[src/sv/i2cm_pkg.sv]
`timescale 1ns / 1ps
`default_nettype none
// ----------------------------------------------------------------------------
// i2cm_pkg: shared types and constants for the I2C master byte engine
// Opcode and phase encodings, the decoded tick beat and the result beat.
// ----------------------------------------------------------------------------
package i2cm_pkg;

  localparam int unsigned BitsPerByte = 8;
  localparam int unsigned CountW      = 4;   // bit counter holds 0..8
  localparam int unsigned QueueDepth  = 2;

  typedef logic [CountW-1:0] count_t;

  // Bus commands
  typedef enum logic [1:0] {
    OP_START = 2'd0,
    OP_STOP  = 2'd1,
    OP_WRITE = 2'd2,
    OP_READ  = 2'd3
  } op_e;

  // Sequencer phase, one-hot
  typedef enum logic [3:0] {
    PH_IDLE = 4'b0001,
    PH_ONE  = 4'b0010,
    PH_TWO  = 4'b0100,
    PH_THREE = 4'b1000
  } phase_e;

  // One tick as classified by the front end
  typedef struct packed {
    logic       cmd_valid;
    op_e        opcode;
    logic [7:0] load_byte;    // tx byte for a write, zero otherwise
    logic       ack_on_read;
    logic       sda_in;
  } item_t;

  // One tick's outputs
  typedef struct packed {
    logic       scl_pull_low;
    logic       sda_pull_low;
    logic       busy_res;
    logic       done_res;
    logic [7:0] rx_byte;
    logic       ack_bit;
  } res_t;

endpackage
`default_nettype wire

[src/sv/i2cm_front.sv]
`timescale 1ns / 1ps
`default_nettype none
// ----------------------------------------------------------------------------
// i2cm_front: tick intake and classification
// Takes tick beats, decodes the command fields and holds them in a short
// queue for the bus sequencer.
// ----------------------------------------------------------------------------
module i2cm_front import i2cm_pkg::*; (
  input  wire logic       clk_i,
  input  wire logic       rst_ni,
  input  wire logic       push,
  output logic            full,
  input  wire logic       cmd_valid_i,
  input  wire logic [1:0] opcode_i,
  input  wire logic [7:0] tx_byte_i,
  input  wire logic       ack_on_read_i,
  input  wire logic       sda_in_i,
  output logic            item_valid_o,
  input  wire logic       item_ready_i,
  output item_t           item_o
);

  localparam int unsigned PtrW = $clog2(QueueDepth);
  localparam int unsigned CntW = $clog2(QueueDepth + 1);

  item_t             buf_q [QueueDepth];
  logic [PtrW-1:0]   wr_ptr_q, wr_ptr_d;
  logic [PtrW-1:0]   rd_ptr_q, rd_ptr_d;
  logic [CntW-1:0]   cnt_q, cnt_d;
  logic              wr_en, rd_en;
  item_t             item_dec;

  // Classify the incoming beat
  always_comb begin
    item_dec.cmd_valid   = cmd_valid_i;
    item_dec.opcode      = op_e'(opcode_i);
    item_dec.load_byte   = (op_e'(opcode_i) == OP_WRITE) ? tx_byte_i : 8'd0;
    item_dec.ack_on_read = ack_on_read_i;
    item_dec.sda_in      = sda_in_i;
  end

  assign full         = (cnt_q == CntW'(QueueDepth));
  assign wr_en        = push && !full;
  assign item_valid_o = (cnt_q != '0);
  assign rd_en        = item_valid_o && item_ready_i;
  assign item_o       = buf_q[rd_ptr_q];

  // Pointer and fill bookkeeping
  always_comb begin
    wr_ptr_d = wr_ptr_q;
    rd_ptr_d = rd_ptr_q;
    cnt_d    = cnt_q;
    if (wr_en) begin
      wr_ptr_d = (wr_ptr_q == PtrW'(QueueDepth - 1)) ? '0 : wr_ptr_q + 1'b1;
    end
    if (rd_en) begin
      rd_ptr_d = (rd_ptr_q == PtrW'(QueueDepth - 1)) ? '0 : rd_ptr_q + 1'b1;
    end
    if (wr_en && !rd_en) begin
      cnt_d = cnt_q + 1'b1;
    end else if (rd_en && !wr_en) begin
      cnt_d = cnt_q - 1'b1;
    end
  end

  always_ff @(posedge clk_i or negedge rst_ni) begin
    if (!rst_ni) begin
      wr_ptr_q <= '0;
      rd_ptr_q <= '0;
      cnt_q    <= '0;
    end else begin
      wr_ptr_q <= wr_ptr_d;
      rd_ptr_q <= rd_ptr_d;
      cnt_q    <= cnt_d;
    end
  end

  // Queue storage
  always_ff @(posedge clk_i) begin
    if (wr_en) begin
      buf_q[wr_ptr_q] <= item_dec;
    end
  end

endmodule
`default_nettype wire

[src/sv/i2cm_back.sv]
`timescale 1ns / 1ps
`default_nettype none
// ----------------------------------------------------------------------------
// i2cm_back: bus phase sequencer and result queue
// Runs one tick per beat through start, stop, write and read sequences and
// queues the drive levels and status for the consumer.
// ----------------------------------------------------------------------------
module i2cm_back import i2cm_pkg::*; (
  input  wire logic       clk_i,
  input  wire logic       rst_ni,
  input  wire logic       item_valid_i,
  output logic            item_ready_o,
  input  wire item_t      item_i,
  output logic            empty,
  input  wire logic       pop,
  output logic            scl_pull_low_o,
  output logic            sda_pull_low_o,
  output logic            busy_res_o,
  output logic            done_res_o,
  output logic [7:0]      rx_byte_o,
  output logic            ack_bit_o
);

  localparam int unsigned PtrW = $clog2(QueueDepth);
  localparam int unsigned CntW = $clog2(QueueDepth + 1);

  // Sequencer state
  op_e        cmd_q, cmd_d;
  phase_e     phase_q, phase_d;
  count_t     bit_cnt_q, bit_cnt_d;
  logic [7:0] shift_q, shift_d;
  logic       ack_sel_q, ack_sel_d;
  logic       scl_low_q, scl_low_d;
  logic       sda_low_q, sda_low_d;
  logic       rx_ack_q, rx_ack_d;
  logic [7:0] last_rx_q, last_rx_d;
  logic       busy, done;
  logic       fire;

  // Result queue
  res_t            res_q [QueueDepth];
  res_t            res_d;
  logic [PtrW-1:0] wr_ptr_q, rd_ptr_q;
  logic [CntW-1:0] cnt_q;
  logic            rd_en;

  assign item_ready_o = (cnt_q != CntW'(QueueDepth));
  assign fire         = item_valid_i && item_ready_o;

  // Phase step for one tick
  always_comb begin
    cmd_d     = cmd_q;
    phase_d   = phase_q;
    bit_cnt_d = bit_cnt_q;
    shift_d   = shift_q;
    ack_sel_d = ack_sel_q;
    scl_low_d = scl_low_q;
    sda_low_d = sda_low_q;
    rx_ack_d  = rx_ack_q;
    last_rx_d = last_rx_q;
    busy      = 1'b0;
    done      = 1'b0;

    // new command is taken only when idle, and its first tick runs now
    if (phase_q == PH_IDLE && item_i.cmd_valid) begin
      cmd_d     = item_i.opcode;
      phase_d   = PH_ONE;
      bit_cnt_d = '0;
      shift_d   = item_i.load_byte;
      ack_sel_d = item_i.ack_on_read;
    end

    if (phase_d != PH_IDLE) begin
      busy = 1'b1;
      case (cmd_d)
        OP_START: begin
          case (phase_d)
            PH_ONE: begin
              scl_low_d = 1'b0;
              sda_low_d = 1'b0;
              phase_d   = PH_TWO;
            end
            PH_TWO: begin
              sda_low_d = 1'b1;
              phase_d   = PH_THREE;
            end
            PH_THREE: begin
              scl_low_d = 1'b1;
              done      = 1'b1;
            end
            default: done = 1'b1;
          endcase
        end
        OP_STOP: begin
          case (phase_d)
            PH_ONE: begin
              sda_low_d = 1'b1;
              scl_low_d = 1'b1;
              phase_d   = PH_TWO;
            end
            PH_TWO: begin
              scl_low_d = 1'b0;
              phase_d   = PH_THREE;
            end
            PH_THREE: begin
              sda_low_d = 1'b0;
              done      = 1'b1;
            end
            default: done = 1'b1;
          endcase
        end
        OP_WRITE: begin
          case (phase_d)
            PH_ONE: begin
              scl_low_d = 1'b0;
              if (bit_cnt_d < count_t'(BitsPerByte)) begin
                sda_low_d = ~shift_d[7];
              end else begin
                // ack bit: release SDA and sample the slave's answer
                sda_low_d = 1'b0;
                rx_ack_d  = item_i.sda_in;
              end
              phase_d = PH_TWO;
            end
            PH_TWO: begin
              scl_low_d = 1'b1;
              if (bit_cnt_d < count_t'(BitsPerByte)) begin
                shift_d   = {shift_d[6:0], 1'b0};
                bit_cnt_d = bit_cnt_d + 1'b1;
                phase_d   = PH_ONE;
              end else begin
                done = 1'b1;
              end
            end
            default: done = 1'b1;
          endcase
        end
        OP_READ: begin
          case (phase_d)
            PH_ONE: begin
              scl_low_d = 1'b0;
              if (bit_cnt_d < count_t'(BitsPerByte)) begin
                sda_low_d = 1'b0;
                shift_d   = {shift_d[6:0], item_i.sda_in};
                // last data bit: the assembled byte becomes visible
                if (bit_cnt_d == count_t'(BitsPerByte - 1)) begin
                  last_rx_d = shift_d;
                end
              end else begin
                sda_low_d = ack_sel_d;
              end
              phase_d = PH_TWO;
            end
            PH_TWO: begin
              scl_low_d = 1'b1;
              if (bit_cnt_d < count_t'(BitsPerByte)) begin
                bit_cnt_d = bit_cnt_d + 1'b1;
                phase_d   = PH_ONE;
              end else begin
                phase_d = PH_THREE;
              end
            end
            PH_THREE: begin
              // trailing tick: SDA pulled low after the ack bit
              sda_low_d = 1'b1;
              done      = 1'b1;
            end
            default: done = 1'b1;
          endcase
        end
        default: done = 1'b1;
      endcase
      if (done) begin
        phase_d = PH_IDLE;
      end
    end
  end

  // Result beat for this tick
  always_comb begin
    res_d.scl_pull_low = scl_low_d;
    res_d.sda_pull_low = sda_low_d;
    res_d.busy_res     = busy;
    res_d.done_res     = done;
    res_d.rx_byte      = last_rx_d;
    res_d.ack_bit      = rx_ack_d;
  end

  // Sequencer registers
  always_ff @(posedge clk_i or negedge rst_ni) begin
    if (!rst_ni) begin
      cmd_q     <= OP_START;
      phase_q   <= PH_IDLE;
      bit_cnt_q <= '0;
      shift_q   <= '0;
      ack_sel_q <= 1'b0;
      scl_low_q <= 1'b0;
      sda_low_q <= 1'b0;
      rx_ack_q  <= 1'b0;
      last_rx_q <= '0;
    end else if (fire) begin
      cmd_q     <= cmd_d;
      phase_q   <= phase_d;
      bit_cnt_q <= bit_cnt_d;
      shift_q   <= shift_d;
      ack_sel_q <= ack_sel_d;
      scl_low_q <= scl_low_d;
      sda_low_q <= sda_low_d;
      rx_ack_q  <= rx_ack_d;
      last_rx_q <= last_rx_d;
    end
  end

  // Result queue control
  assign empty = (cnt_q == '0);
  assign rd_en = pop && !empty;

  always_ff @(posedge clk_i or negedge rst_ni) begin
    if (!rst_ni) begin
      wr_ptr_q <= '0;
      rd_ptr_q <= '0;
      cnt_q    <= '0;
    end else begin
      if (fire) begin
        wr_ptr_q <= (wr_ptr_q == PtrW'(QueueDepth - 1)) ? '0 : wr_ptr_q + 1'b1;
      end
      if (rd_en) begin
        rd_ptr_q <= (rd_ptr_q == PtrW'(QueueDepth - 1)) ? '0 : rd_ptr_q + 1'b1;
      end
      if (fire && !rd_en) begin
        cnt_q <= cnt_q + 1'b1;
      end else if (rd_en && !fire) begin
        cnt_q <= cnt_q - 1'b1;
      end
    end
  end

  always_ff @(posedge clk_i) begin
    if (fire) begin
      res_q[wr_ptr_q] <= res_d;
    end
  end

  assign scl_pull_low_o = res_q[rd_ptr_q].scl_pull_low;
  assign sda_pull_low_o = res_q[rd_ptr_q].sda_pull_low;
  assign busy_res_o     = res_q[rd_ptr_q].busy_res;
  assign done_res_o     = res_q[rd_ptr_q].done_res;
  assign rx_byte_o      = res_q[rd_ptr_q].rx_byte;
  assign ack_bit_o      = res_q[rd_ptr_q].ack_bit;

endmodule
`default_nettype wire

[src/sv/i2c_master_byte_engine.sv]
`timescale 1ns / 1ps
`default_nettype none
// ----------------------------------------------------------------------------
// i2c_master_byte_engine: open-drain I2C master, one beat per bus delay tick
//
//   channel  | handshake          | fields
//   ---------+--------------------+-------------------------------------------
//   tick in  | push / full        | cmd_valid, opcode, tx_byte, ack_on_read,
//            |                    | sda_in
//   result   | pop / empty        | scl_pull_low, sda_pull_low, busy_res,
//            |                    | done_res, rx_byte, ack_bit
//
// One tick beat is taken per cycle while full is low and yields one result
// beat; the phase sequencer advances one step per cycle while it has a beat
// and the result queue has room. A beat's result passes through the intake
// queue, then the sequencer into the result queue, before it is on the ports.
// Reset clears both queues and the sequencer; both lines are released.
// A stalled result side fills the two-entry result queue, then the two-entry
// intake queue, and only then raises full.
// ----------------------------------------------------------------------------
module i2c_master_byte_engine import i2cm_pkg::*; (
  input  wire logic       clk_i,
  input  wire logic       rst_ni,
  input  wire logic       push,
  output logic            full,
  input  wire logic       cmd_valid_i,
  input  wire logic [1:0] opcode_i,
  input  wire logic [7:0] tx_byte_i,
  input  wire logic       ack_on_read_i,
  input  wire logic       sda_in_i,
  output logic            empty,
  input  wire logic       pop,
  output logic            scl_pull_low_o,
  output logic            sda_pull_low_o,
  output logic            busy_res_o,
  output logic            done_res_o,
  output logic [7:0]      rx_byte_o,
  output logic            ack_bit_o
);

  logic  item_valid;
  logic  item_ready;
  item_t item;

  // Intake and classification
  i2cm_front u_front (
    .clk_i         (clk_i),
    .rst_ni        (rst_ni),
    .push          (push),
    .full          (full),
    .cmd_valid_i   (cmd_valid_i),
    .opcode_i      (opcode_i),
    .tx_byte_i     (tx_byte_i),
    .ack_on_read_i (ack_on_read_i),
    .sda_in_i      (sda_in_i),
    .item_valid_o  (item_valid),
    .item_ready_i  (item_ready),
    .item_o        (item)
  );

  // Bus sequencer and result queue
  i2cm_back u_back (
    .clk_i          (clk_i),
    .rst_ni         (rst_ni),
    .item_valid_i   (item_valid),
    .item_ready_o   (item_ready),
    .item_i         (item),
    .empty          (empty),
    .pop            (pop),
    .scl_pull_low_o (scl_pull_low_o),
    .sda_pull_low_o (sda_pull_low_o),
    .busy_res_o     (busy_res_o),
    .done_res_o     (done_res_o),
    .rx_byte_o      (rx_byte_o),
    .ack_bit_o      (ack_bit_o)
  );

endmodule
`default_nettype wire

[config.mk]
export PLATFORM = sky130hd
export DESIGN_NAME = i2c_master_byte_engine
export DESIGN_NICKNAME = d
export VERILOG_FILES = /design/src/sv/i2cm_pkg.sv /design/src/sv/i2cm_front.sv /design/src/sv/i2cm_back.sv /design/src/sv/i2c_master_byte_engine.sv
export SDC_FILE = /design/constraint.sdc
export NUM_CORES = 1
export LEC_CHECK = 0
export CAP_MARGIN = 25
export CORE_ASPECT_RATIO = 0.5
export CORE_MARGIN = 2
export CORE_UTILIZATION = 25
export CTS_BUF_LIST = sky130_fd_sc_hd__clkbuf_4
export CTS_CLUSTER_DIAMETER = 150
export DETAILED_ROUTE_END_ITERATION = 7
export DONT_BUFFER_PORTS = 1
export PLACE_DENSITY = 0.45
export SLEW_MARGIN = 20
export SYNTH_ARGS = -nofsm -noshare
export SYNTH_HDL_FRONTEND = slang
export SYNTH_HIERARCHICAL = 1
export SYNTH_SLANG_ARGS = --single-unit
[constraint.sdc]
create_clock -name clk_i -period 2.9 [get_ports clk_i]
set_clock_uncertainty 0.1 [all_clocks]
set_input_delay 0.58 -clock clk_i [delete_from_list [all_inputs] [get_ports clk_i]]
set_output_delay 0.58 -clock clk_i [all_outputs]
set_load 0.05 [all_outputs]
# ---- After elaboration in Yosys (flattened, before gate mapping)
# Memories as Yosys holds them, arrays and structs flattened.
# Index checks and enable logic that the tools add are counted.
dict set report word_totals {
  reg_bits 38
  ramBits 52
  in_bits 17
  mem_count 2
}
# memory words word_bits rd rd_ports_with_merged_regs write_ports line_no
set memory_table {}
lappend memory_table {u_back.res_q 2 13 1 0 1 i2cm_back.sv:41} ;# res_t res_q [QueueDepth];
lappend memory_table {u_front.buf_q 2 13 1 0 1 i2cm_front.sv:26} ;# item_t buf_q [QueueDepth];
dict set report op_classes {
  muxes 65
  order_cmp 1
  addsub 9
  reduce_logical 22
  bitwise 1
  eq_ne 12
}
# operator n
set ops {}
lappend ops {{two-way mux 8 bit} 12}
lappend ops {{two-way mux 4 bit} 10}
lappend ops {{one-hot mux 4 bit (2 select lines)} 3}
lappend ops {{two-way mux 1 bit} 23}
lappend ops {{one-hot mux 1 bit (2 select lines)} 8}
lappend ops {{one-hot mux 8 bit (2 select lines)} 1}
lappend ops {{one-hot mux 4 bit (3 select lines)} 1}
lappend ops {{two-way mux 2 bit} 5}
lappend ops {{== test 2 bit, second input constant} 4}
lappend ops {{== test 4 x 3 -> 1 bit, second input constant} 2}
lappend ops {{logical AND 1 bit} 8}
lappend ops {{nonzero test 2 bit} 3}
lappend ops {{OR reduction 2 bit} 3}
lappend ops {{zero test 1 bit} 5}
lappend ops {{adder 1 bit, second input constant} 4}
lappend ops {{adder 2 x 1 -> 2 bit, second input constant} 2}
lappend ops {{adder 4 x 1 -> 4 bit, second input constant} 1}
lappend ops {{== test 4 x 1 -> 1 bit, second input constant} 1}
lappend ops {{== test 4 x 2 -> 1 bit, second input constant} 1}
lappend ops {{== test 4 bit, second input constant} 1}
lappend ops {{zero test 2 bit} 2}
lappend ops {{< comparator 4 bit, second input constant} 1}
lappend ops {{inequality test 4 x 1 -> 1 bit, second input constant} 1}
lappend ops {{one-hot mux 1 bit (4 select lines)} 1}
lappend ops {{other kinds (6)} 7}

# ---- Longest topological paths before layout
# Gate-level depths: netlist (run 1).
dict set report depth {
  ltp_word 10
  depth_mapped 11
  depth_no_buf 9
}

# ---- Modules after synthesis
# The synthesis (run 1) kept the hierarchy.
# mod seq_area_each_um2 cells_each area_each_um2 n_inst
set by_module_without_submodules {}
lappend by_module_without_submodules {i2cm_back 1632.8 279 3059.2 1}
lappend by_module_without_submodules {i2cm_front 880.8 68 1197.4 1}

# ---- Least setup slack after synthesis (run 1)
# Ideal clock, no wire load.
dict set report synth_timing {
  kind {reg2reg}
  startpoint {reg u_back.phase_q[0]}
  endpoint {reg u_back.last_rx_q[4]}
  setup_ns 0.134
  path_slack_ns 0.395
  t_arrival_ns 2.271
  t_required_ns 2.666
  synth_period_minus_slack_ns 2.505
  stages_incl_launch_ff 10
  cell_sequence {dfstp_2 > buf_2 > nor4b_4 > nand2_1 > and2_1 > ha_1 > nand4_1 > nand2b_1 > clkbuf_1 > o21ai_0}
}
dict set report synth_via {
  elab_chain_cells 9
  word_cells_on_any_way 16
  cone_classes {order compare: 1; eq/ne: 5; mux: 9; reduce/logical: 1}
}
# item line_no
set synth_rtl {}
lappend synth_rtl {{from (decl)} i2cm_back.sv:29} ;# phase_e phase_q, phase_d;
lappend synth_rtl {{from (signal assigned)} i2cm_back.sv:203} ;# phase_q <= phase_d;
lappend synth_rtl {{branches (longest 8 deep; another with < comparator 4 bit)} n/a}
lappend synth_rtl {{two-way mux 8 bit *} i2cm_back.sv:73} ;# if (phase_d != PH_IDLE) begin
lappend synth_rtl {{to (signal assigned)} i2cm_back.sv:210} ;# last_rx_q <= last_rx_d;
lappend synth_rtl {{to (decl)} i2cm_back.sv:36} ;# logic [7:0] last_rx_q, last_rx_d;
# Mark *: on every way between the ends.
# A chain may end at the register's enable or synchronous reset.

# ---- Worst setup path after layout (run 1)
dict set report layout_timing {
  startpoint {reg u_back.phase_q[0]}
  endpoint {mem u_back/res_q[0][8] (netlist bit), data pin}
}
dict set report layout_via {
  elab_chain_cells 9
  word_cells_on_any_way 16
  cone_classes {order compare: 1; eq/ne: 5; mux: 9; reduce/logical: 1}
}
# item line_no
set layout_rtl {}
lappend layout_rtl {{branches (longest 8 deep; another with < comparator 4 bit)} n/a}
lappend layout_rtl {{two-way mux 8 bit *} i2cm_back.sv:73}
lappend layout_rtl {{net u_back.last_rx_d[7]} i2cm_back.sv:36}
lappend layout_rtl {{to (decl)} i2cm_back.sv:41}
# Mark *: on every way through the listed nets, which the timed path passes.

==> impl_metrics.py, run 1 <==
metrics = {
    "yosys": {
        "yosys_register_bits": 90,
        "syn_area_um2": 4260,
        "yosysWarningCount": 6,
        "syn_inst": 347,
        "synth_area_per_cell_um2": 12.3,
        "synth_ff_type": "edfxtp_1",
        "synth-edff-count": 52,
        "async_flop_share": 0.422,
        "yosysSeqAreaShare": 0.591,
        "syn-num-nets": 367,
        "synth.distinct_cells": 54,
    },
    "sta": {
        "setup_viol": 0,
        "setup_slack_ns": 0.342,
        "tns_ns": 0,
        "layout_min_cycle_time_ns": 2.56,
        "max_clock_freq_ghz": 0.391,
        "worstMarginPinSlew_ns": 0.663,
        "hold_viol": 0,
        "maxSlewHeadroom": 0.558,
        "slew_viol_final": 0,
        "rsz0062_at_grt": "false",
        "fin_crit_sh": 0.882,
    },
    "critical_path": {
        "crit_path_cell_trace": "or4b_4, nor2_8, nor2_1, ha_1, nand4_1, buf_4, o21ai_0",
        "critPathKind": "reg -> reg",
        "ff2ff_path_depth": 7,
        "cp_data_required_time_ns": 2.98,
        "cp_slowest_cell": "dfstp_2",
        "crit_path_max_incr_delay_ns": 0.65,
        "cp-start-kind": "register",
        "worstPathMaxFanout": 14,
        "crit_arrival_ns": 2.64,
        "end_kind": "register",
    },
    "global_routing": {
        "overflow": 0,
        "grt_pass1_vias": 2585,
        "grt_pass1_wl_um": 15200,
        "grt_max_degree": 39,
        "grt_usage": 0.112,
        "antenna_found_initial": 2,
    },
    "clock_tree": {
        "post_cts_resized": 0,
        "cts.reportedPaths.clkPinSlew_ns": 0.14,
        "clock-sinks": 90,
        "htree_num_levels": 3,
        "cts_tree": "done",
        "cts_root_buffer": "clkbuf_4",
        "hold_buffers": 2,
        "cts_buffers": 9,
        "clock_tree.buffer_depth": 2,
        "clk_latency_ns": 0.44,
        "cts_setup_buffers": 0,
    },
    "final_layout": {
        "stdcell_area_um2": 4680,
        "fin_nets": 375,
        "drive_gt1_frac": 0.192,
        "seq_area_um2": 2510,
        "area_delta_synth_final_pct": 10.0,
        "fill_cells": 1744,
        "multiInputGateArea_um2": 1620,
    },
    "route": {
        "first_pass_iters": 4,
        "drc": 0,
        "dr_wl_met3_um": 499,
        "ant_nets": 0,
        "top_layer": "met5",
        "routedWlPerCell_um": 16.0,
        "wl_met2_um": 3550,
        "totalWireLength_um": 9420,
        "via_count": 2645,
        "drt-met1-wl_um": 5220,
        "viasPerCell": 4.50,
        "drt_iter0_markers": 111,
    },
    "power": {
        "power_frac_comb": 0.502,
        "power_density_nw_per_um2": 1190,
        "ir_drop_mv": 0.240,
        "p_clk_frac": 0.107,
        "power.total_w": 0.00558,
        "internal-power_w": 0.00303,
        "p_leak_nw": 1.76,
        "p_switching_w": 0.00255,
        "swShare": 0.457,
        "power_frac_seq": 0.391,
    },
    "place": {
        "portBuffers": 0,
        "postPlaceCellArea_um2": 4540,
        "place_ws_ns": 0.347,
        "dp_hpwl_um": 6800,
        "gp_congestion": 0.847,
    },
    "die": {
        "io_pins": 32,
        "initial_utilization": 0.258,
        "core_area_um2": 16500,
        "rows": 33,
        "die_area_um2": 18100,
        "fp.dieH_um": 96.3,
        "fp.dieW_um": 189,
    },
    "run": {
        "maxCapViolations": 0,
    },
    "min_path": {
        "hold_class": "in -> reg",
        "min_path_cells": 0,
    },
    "run_status": {
        "outcome": "finished clean",
    },
}
-- cells in the mapped netlist (7+ instances only) --
master | instances | share of area
a21oi_1 | 9 | 0.011
mux2i_1 | 7 | 0.016
edfxtp_1 | 52 | 0.37
mux2_2 | 29 | 0.077
nor2_1 | 17 | 0.015
o21ai_0 | 23 | 0.027
dfrtp_1 | 37 | 0.22
clkbuf_1 | 9 | 0.0079
xnor2_1 | 7 | 0.014
nand2_1 | 47 | 0.041
and2_1 | 10 | 0.015
-- stage by stage --
stage                util  hold slack, ns  std cells
floorplan               -           0.184        347
detailed placement  0.275           0.185        569
CTS                 0.283          0.0849        587
finish              0.284           0.129        588
global placement    0.275           0.185        569
global route        0.284          0.0751        588
-- layout by cell type, fill, tap and decap left out, drive strengths merged, types with 2 or more instances in the layout --
| cell type | instances |
|---|---|
| edfxtp | 52 |
| nand2 | 48 |
| dfrtp | 37 |
| mux2 | 29 |
| o21ai | 23 |
| nor2 | 18 |
| buf | 14 |
| and2 | 10 |
| clkbuf | 9 |
| a21oi | 9 |
| mux2i | 7 |
| xnor2 | 7 |
| inv | 7 |
| nand2b | 6 |
| nand3 | 6 |
| a221o | 6 |
| nor3 | 6 |
| nor4b | 6 |
| xor2 | 5 |
| clkinv | 5 |
| and3 | 4 |
| o22ai | 4 |
| nor2b | 3 |
| nand4 | 3 |
| nand3b | 3 |
| o31ai | 3 |
| ha | 3 |
| or4b | 2 |
| nor3b | 2 |
| or2 | 2 |
-- worst max-delay path, delay by kind of cell, from the launching register on --
| family | cells | cell delay (ns) |
|---|---|---|
| DFF | 1 | 0.65 |
| AOI/OAI and AO/OA | 1 | 0.14 |
| adders and majority gates | 1 | 0.20 |
| buffers and inverters | 1 | 0.21 |
| and+or+nand+nor | 4 | 1.00 |
-- final timing paths --
kind / start / to / slack, ns
worst max register to register: u_back/phase_q[0] / u_back/res_q[0][8] / 0.34
worst max-delay path: u_back/phase_q[0] / u_back/res_q[0][8] / 0.34
worst min register to register: u_back/ack_sel_q / u_back/ack_sel_q / 0.40
worst min-delay path: sda_in_i / u_front/buf_q[1][0] / 0.13
max in group asynchronous: rst_ni / u_back/phase_q[0] / 1.96
min in group asynchronous: rst_ni / u_back/shift_q[5] / 0.49
-- state kept, by name, indices dropped and copies added (netlist names) --
name              cells
u_back/res_q         26
u_back/rx_ack_q       1
u_back/last_rx_q      8
u_back/ack_sel_q      1
u_back/rd_ptr_q       1
u_back/cnt_q          2
u_back/shift_q        8
u_front/rd_ptr_q      1
u_back/cmd_q          2
u_front/buf_q        26
u_front/wr_ptr_q      1
u_back/scl_low_q      1
u_back/phase_q        4
u_back/wr_ptr_q       1
u_back/sda_low_q      1
u_back/bit_cnt_q      4
u_front/cnt_q         2
-- cell families after synthesis --
group,synth area share
DFF,0.591
buffers and inverters,0.0288
adders and majority gates,0.00882
muxes,0.0932
xor gates and xnor gates,0.0247
and+or+nand+nor,0.161
AOI/OAI and AO/OA,0.0932
-- layout make-up --
cell class	count	share of cell area
Inverter	6	0.00481
Timing Repair Buffer	15	0.0273
Multi-Input combinational cell	233	0.346
Sequential cell	90	0.537
Antenna cell	1	0.000534
Clock buffer	9	0.0144
Clock inverter	7	0.00962
Tap cell	227	0.0606
-- per-layer routing --
layer | vias up | track usage
li1 | 1280 | -
met1 | 1298 | 0.169
met2 | 52 | 0.144
met3 | 13 | 0.0390
met4 | 2 | 0.0345
met5 | - | 0
-- power groups by stage --
stage                     sequential (W)  clock, W  combinational [W]
final                            0.00218  0.000596            0.00280
after global placement           0.00221         0            0.00281
after CTS                        0.00219  0.000638            0.00284
after global routing             0.00225  0.000685            0.00308
after detailed placement         0.00222         0            0.00282
after floorplan                  0.00206         0            0.00232
Note: power is estimated with default switching activity, not from simulation.
==> run 2: changes to the inputs <==
--- a/config.mk
+++ b/config.mk
@@ -13,7 +13,7 @@
 export CTS_CLUSTER_DIAMETER = 150
 export DETAILED_ROUTE_END_ITERATION = 7
 export DONT_BUFFER_PORTS = 1
-export PLACE_DENSITY = 0.45
+export PLACE_DENSITY = 0.48
 export SLEW_MARGIN = 20
 export SYNTH_ARGS = -nofsm -noshare
 export SYNTH_HDL_FRONTEND = slang
==> run 2 against run 1 <==
  * Clock power increased by 19%
  * Core utilization increased by 0.16 points
  * Critical endpoint is now u_back/res_q[0][7]
  * Wire length decreased by 2.1%
  * Sequential power about the same
  * Clock-buffer cell count unchanged
  * Via count decreased by 0.79%
  * Critical path type unchanged
  * Combinational power about the same
  * Critical path depth unchanged
  * Die area unchanged
==> impl_metrics.py, run 2 (synthesized netlist as in run 1, its figures left out) <==
metrics = {
    "critical_path": {
        "ff2ff_path_depth": 7,
        "cp_data_required_time_ns": 2.99,
        "regToRegSetupSlack_ns": 0.36,
        "critPathKind": "reg -> reg",
        "cp-start-kind": "register",
        "worstPathMaxFanout": 14,
        "end_kind": "register",
        "crit_arrival_ns": 2.62,
        "startpoint": "u_back/phase_q[0]",
        "rr_endpoint": "u_back/res_q[0][7]",
        "r2r-start": "u_back/phase_q[0]",
    },
    "sta": {
        "setup_viol": 0,
        "max_clock_freq_ghz": 0.394,
        "layout_min_cycle_time_ns": 2.54,
        "slew_viol_final": 0,
        "hold-worst-slack_ns": 0.127,
        "maxSlewHeadroom": 0.543,
        "tns_ns": 0,
        "hold_viol": 0,
        "worstMarginPinSlew_ns": 0.686,
        "rsz0062_at_grt": "false",
        "fin_crit_sh": 0.875,
    },
    "route": {
        "via_count": 2624,
        "routedWlPerCell_um": 15.7,
        "ant_nets": 0,
        "drc": 0,
        "totalWireLength_um": 9220,
        "viasPerCell": 4.47,
        "first_pass_iters": 4,
        "drt_iter0_markers": 167,
    },
    "global_routing": {
        "grt_usage": 0.109,
        "grt_pass1_wl_um": 14900,
        "grt_pass1_vias": 2627,
        "antenna_found_initial": 1,
        "overflow": 0,
        "grt_max_degree": 39,
    },
    "power": {
        "p_leak_nw": 1.78,
        "power_density_nw_per_um2": 1210,
        "ir_drop_mv": 0.251,
    },
    "final_layout": {
        "layout_commonest_cell": "edfxtp_1",
        "top_regs": "u_back/res_q (26), u_front/buf_q (26)",
        "drive_gt1_frac": 0.194,
        "diodes": 0,
        "fin_nets": 375,
        "final_cell_mix": "edfxtp_1, nand2_1, dfrtp_1",
        "area_delta_synth_final_pct": 10.6,
    },
    "clock_tree": {
        "cts_buffers": 9,
        "cts_tree": "done",
        "htree_num_levels": 3,
        "clock-sinks": 90,
        "hold_buffers": 2,
        "cts.reportedPaths.clkPinSlew_ns": 0.15,
        "cts_setup_buffers": 0,
        "post_cts_resized": 0,
        "cts_root_buffer": "clkbuf_4",
        "clock_tree.buffer_depth": 2,
        "clk_latency_ns": 0.44,
    },
    "die": {
        "initial_utilization": 0.258,
        "die_area_um2": 18100,
        "rows": 33,
        "fp.dieH_um": 96.3,
        "fp.dieW_um": 189,
        "io_pins": 32,
        "core_area_um2": 16500,
    },
    "run": {
        "maxCapViolations": 0,
    },
    "run_status": {
        "outcome": "finished clean",
    },
    "min_path": {
        "min_path_cells": 0,
        "hold_class": "in -> reg",
        "hold_end": "u_front/buf_q[0][10]",
        "worstHoldStart": "opcode_i[0]",
    },
    "place": {
        "dp_hpwl_um": 6540,
        "portBuffers": 0,
        "gp_congestion": 0.834,
    },
}
## run 2: how the worst max path moves through the flow
stage,endpoint,slack [ns],cells past startpoint
floorplan,u_back/last_rx_q[4],0.40,9
global placement,u_back/shift_q[1],0.38,5
detailed placement,u_back/res_q[0][7],0.35,7
CTS,u_back/res_q[0][2],0.35,7
global route,u_back/res_q[0][2],0.18,7
finish,u_back/res_q[0][7],0.36,7
## run 2: layout make-up
| cell class | instances | area [µm²] |
|---|---|---|
| Inverter | 6 | 22.5 |
| Fill cell | 1732 | 11800 |
| Sequential cell | 90 | 2510 |
| Clock buffer | 9 | 67.6 |
| Multi-Input combinational cell | 233 | 1620 |
| Timing Repair Buffer | 15 | 128 |
| Clock inverter | 7 | 73.8 |
| Tap cell | 227 | 284 |
## run 2: through the flow
stage	power, W	instance area, µm²	utilization	worst slack (ns)	std cells
CTS	0.00576	4710	0.285	0.351	587
global placement	0.00501	4540	0.275	0.383	569
global route	0.00609	4710	0.285	0.184	587
floorplan	0.00439	4260	-	0.395	347
finish	0.00569	4710	0.285	0.362	587
detailed placement	0.00501	4540	0.275	0.353	569
## run 2: power by group
group          switching, W  internal (W)
Sequential         0.000288       0.00190
Combinational       0.00184      0.000949
Clock              0.000438      0.000269
Total               0.00257       0.00312
## run 2: worst max-delay path: stages, from the launching register on
cell	delay, ns
dfstp_2	0.66
or4b_4	0.56
nor2_8	0.23
nor2_1	0.07
ha_1	0.19
nand4_1	0.12
buf_4	0.21
o21ai_0	0.15
## run 2: layer usage
layer	GRT usage	routed length [µm]	vias to the layer above
met2	0.144	3510	51
li1	-	-	1283
met5	0	11	-
met3	0.0361	482	9
met4	0.0293	93	2
met1	0.165	5120	1279
==> run 3: changes to the inputs <==
--- a/config.mk
+++ b/config.mk
@@ -6,7 +6,7 @@
 export NUM_CORES = 1
 export LEC_CHECK = 0
 export CAP_MARGIN = 25
-export CORE_ASPECT_RATIO = 0.5
+export CORE_ASPECT_RATIO = 0.75
 export CORE_MARGIN = 2
 export CORE_UTILIZATION = 25
 export CTS_BUF_LIST = sky130_fd_sc_hd__clkbuf_4
==> run 3 against run 2 <==
  * Hold slack improved by 0.00068 ns
  * Clock power shrank 2%
  * Clock-buffer cell count rose by 2
  * Combinational power about the same
  * Sequential power about the same
  * Maximum frequency shrank 2.1%
  * Global-route usage down 0.39 points
  * First-iteration DRC count down 7.2%
  * Wire length down 3.2%
  * Critical path type unchanged
  * Highest routed layer is now met4
==> impl_metrics.py, run 3 (synthesized netlist as in run 1, its figures left out) <==
metrics = {
    "global_routing": {
        "antenna_found_initial": 0,
        "grt_pass1_vias": 2531,
        "grt_max_degree": 39,
        "overflow": 0,
        "grt_usage": 0.105,
        "grt_pass1_wl_um": 14300,
    },
    "clock_tree": {
        "htree_num_levels": 3,
        "clock-sinks": 90,
        "clock_tree.buffer_depth": 2,
        "cts_tree": "done",
        "clk_latency_ns": 0.45,
        "cts_buffers": 9,
        "cts.reportedPaths.clkPinSlew_ns": 0.14,
        "cts_root_buffer": "clkbuf_4",
        "post_cts_resized": 0,
    },
    "route": {
        "via_count": 2679,
        "viasPerCell": 4.66,
        "ant_nets": 0,
        "first_pass_iters": 5,
        "totalWireLength_um": 8920,
        "routedWlPerCell_um": 15.5,
        "drt_iter0_markers": 155,
        "drc": 0,
    },
    "critical_path": {
        "r2r-start": "u_back/phase_q[0]",
        "cp-start-kind": "register",
        "cp_data_required_time_ns": 3.13,
        "regToRegSetupSlack_ns": 0.31,
        "ff2ff_path_depth": 6,
        "end_kind": "register",
        "crit_arrival_ns": 2.82,
        "rr_endpoint": "u_back/shift_q[5]",
        "critPathKind": "reg -> reg",
        "startpoint": "u_back/phase_q[0]",
        "worstPathMaxFanout": 11,
    },
    "sta": {
        "worstMarginPinSlew_ns": 0.656,
        "slew_viol_final": 0,
        "fin_crit_sh": 0.894,
        "maxSlewHeadroom": 0.563,
        "hold-worst-slack_ns": 0.128,
        "setup_viol": 0,
        "rsz0062_at_grt": "false",
        "max_clock_freq_ghz": 0.386,
        "hold_viol": 0,
        "tns_ns": 0,
        "layout_min_cycle_time_ns": 2.59,
    },
    "run": {
        "maxCapViolations": 0,
    },
    "power": {
        "ir_drop_mv": 0.341,
        "power_density_nw_per_um2": 1210,
        "p_leak_nw": 1.78,
    },
    "die": {
        "fp.dieW_um": 155,
        "core_area_um2": 16700,
        "die_area_um2": 18100,
        "rows": 41,
        "io_pins": 32,
        "fp.dieH_um": 117,
        "initial_utilization": 0.255,
    },
    "final_layout": {
        "top_regs": "u_back/res_q (26), u_front/buf_q (26)",
        "fin_nets": 375,
        "final_cell_mix": "edfxtp_1, nand2_1, dfrtp_1",
        "drive_gt1_frac": 0.189,
        "area_delta_synth_final_pct": 10.2,
        "diodes": 0,
        "layout_commonest_cell": "edfxtp_1",
    },
    "min_path": {
        "hold_class": "in -> reg",
        "hold_end": "u_front/buf_q[1][1]",
        "min_path_cells": 0,
        "worstHoldStart": "ack_on_read_i",
    },
    "place": {
        "portBuffers": 0,
        "dp_hpwl_um": 6360,
        "gp_congestion": 0.849,
    },
    "run_status": {
        "outcome": "finished clean",
    },
}
-- run 3: cell types whose count changed in the layout (fill, tap and decap cells not counted), sizes merged --
cell	delta
clkinv	+2
inv	-3
clkinvlp	-1
clkbuf	+2
-- run 3: through the flow --
stage                     power (W)  cell area, µm²  setup slack, ns   util  cells
after detailed placement    0.00500            4520            0.337  0.270    557
after global placement      0.00497            4520            0.337  0.270    557
final                       0.00568            4690            0.306  0.280    575
after floorplan             0.00439            4260            0.395      -    347
after global routing        0.00607            4690            0.128  0.280    575
after CTS                   0.00573            4690            0.288  0.280    575
-- run 3: how the worst max path moves through the flow --
stage	end	slack [ns]	cells past startpoint
detailed placement	u_back/res_q[1][6]	0.34	5
CTS	u_back/shift_q[4]	0.29	6
global route	u_back/shift_q[4]	0.13	6
finish	u_back/shift_q[5]	0.31	6
global placement	u_back/shift_q[5]	0.34	6
floorplan	u_back/last_rx_q[4]	0.40	9
-- run 3: what timing repair did --
| item | 4_1_cts | 5_1_grt |
|---|---|---|
| hold endpoints to repair | 38 | 0 |
| setup buffers | 0 | 0 |
| hold buffers | 2 | 0 |
-- run 3: final cells by class --
cell class	count	area (µm²)
Fill cell	1745	12000
Sequential cell	90	2510
Multi-Input combinational cell	233	1620
Tap cell	215	269
Timing Repair Buffer	15	128
Clock buffer	11	82.6
Clock inverter	5	55.1
Inverter	6	22.5
-- run 3: routing by layer --
layer	global-route usage	wire length, µm	vias up	share of wire
met2	0.135	3300	85	0.37
met4	0.0315	110	0	0.012
met5	0	0	-	0
li1	-	-	1283	-
met1	0.164	4800	1301	0.54
met3	0.0353	711	10	0.080
-- run 3: report_power, final --
group	switching, W	leakage (nW)	internal [W]
Sequential	0.000297	0.980	0.00190
Combinational	0.00183	0.719	0.000963
Clock	0.000411	0.0761	0.000280
-- run 3: critical path, cell delays in order, from the launching register on --
cell	delay, ns
dfstp_2	0.66
or4b_4	0.56
nor2_8	0.11
buf_4	0.20
mux2i_1	0.42
nor2_1	0.09
a221o_1	0.33
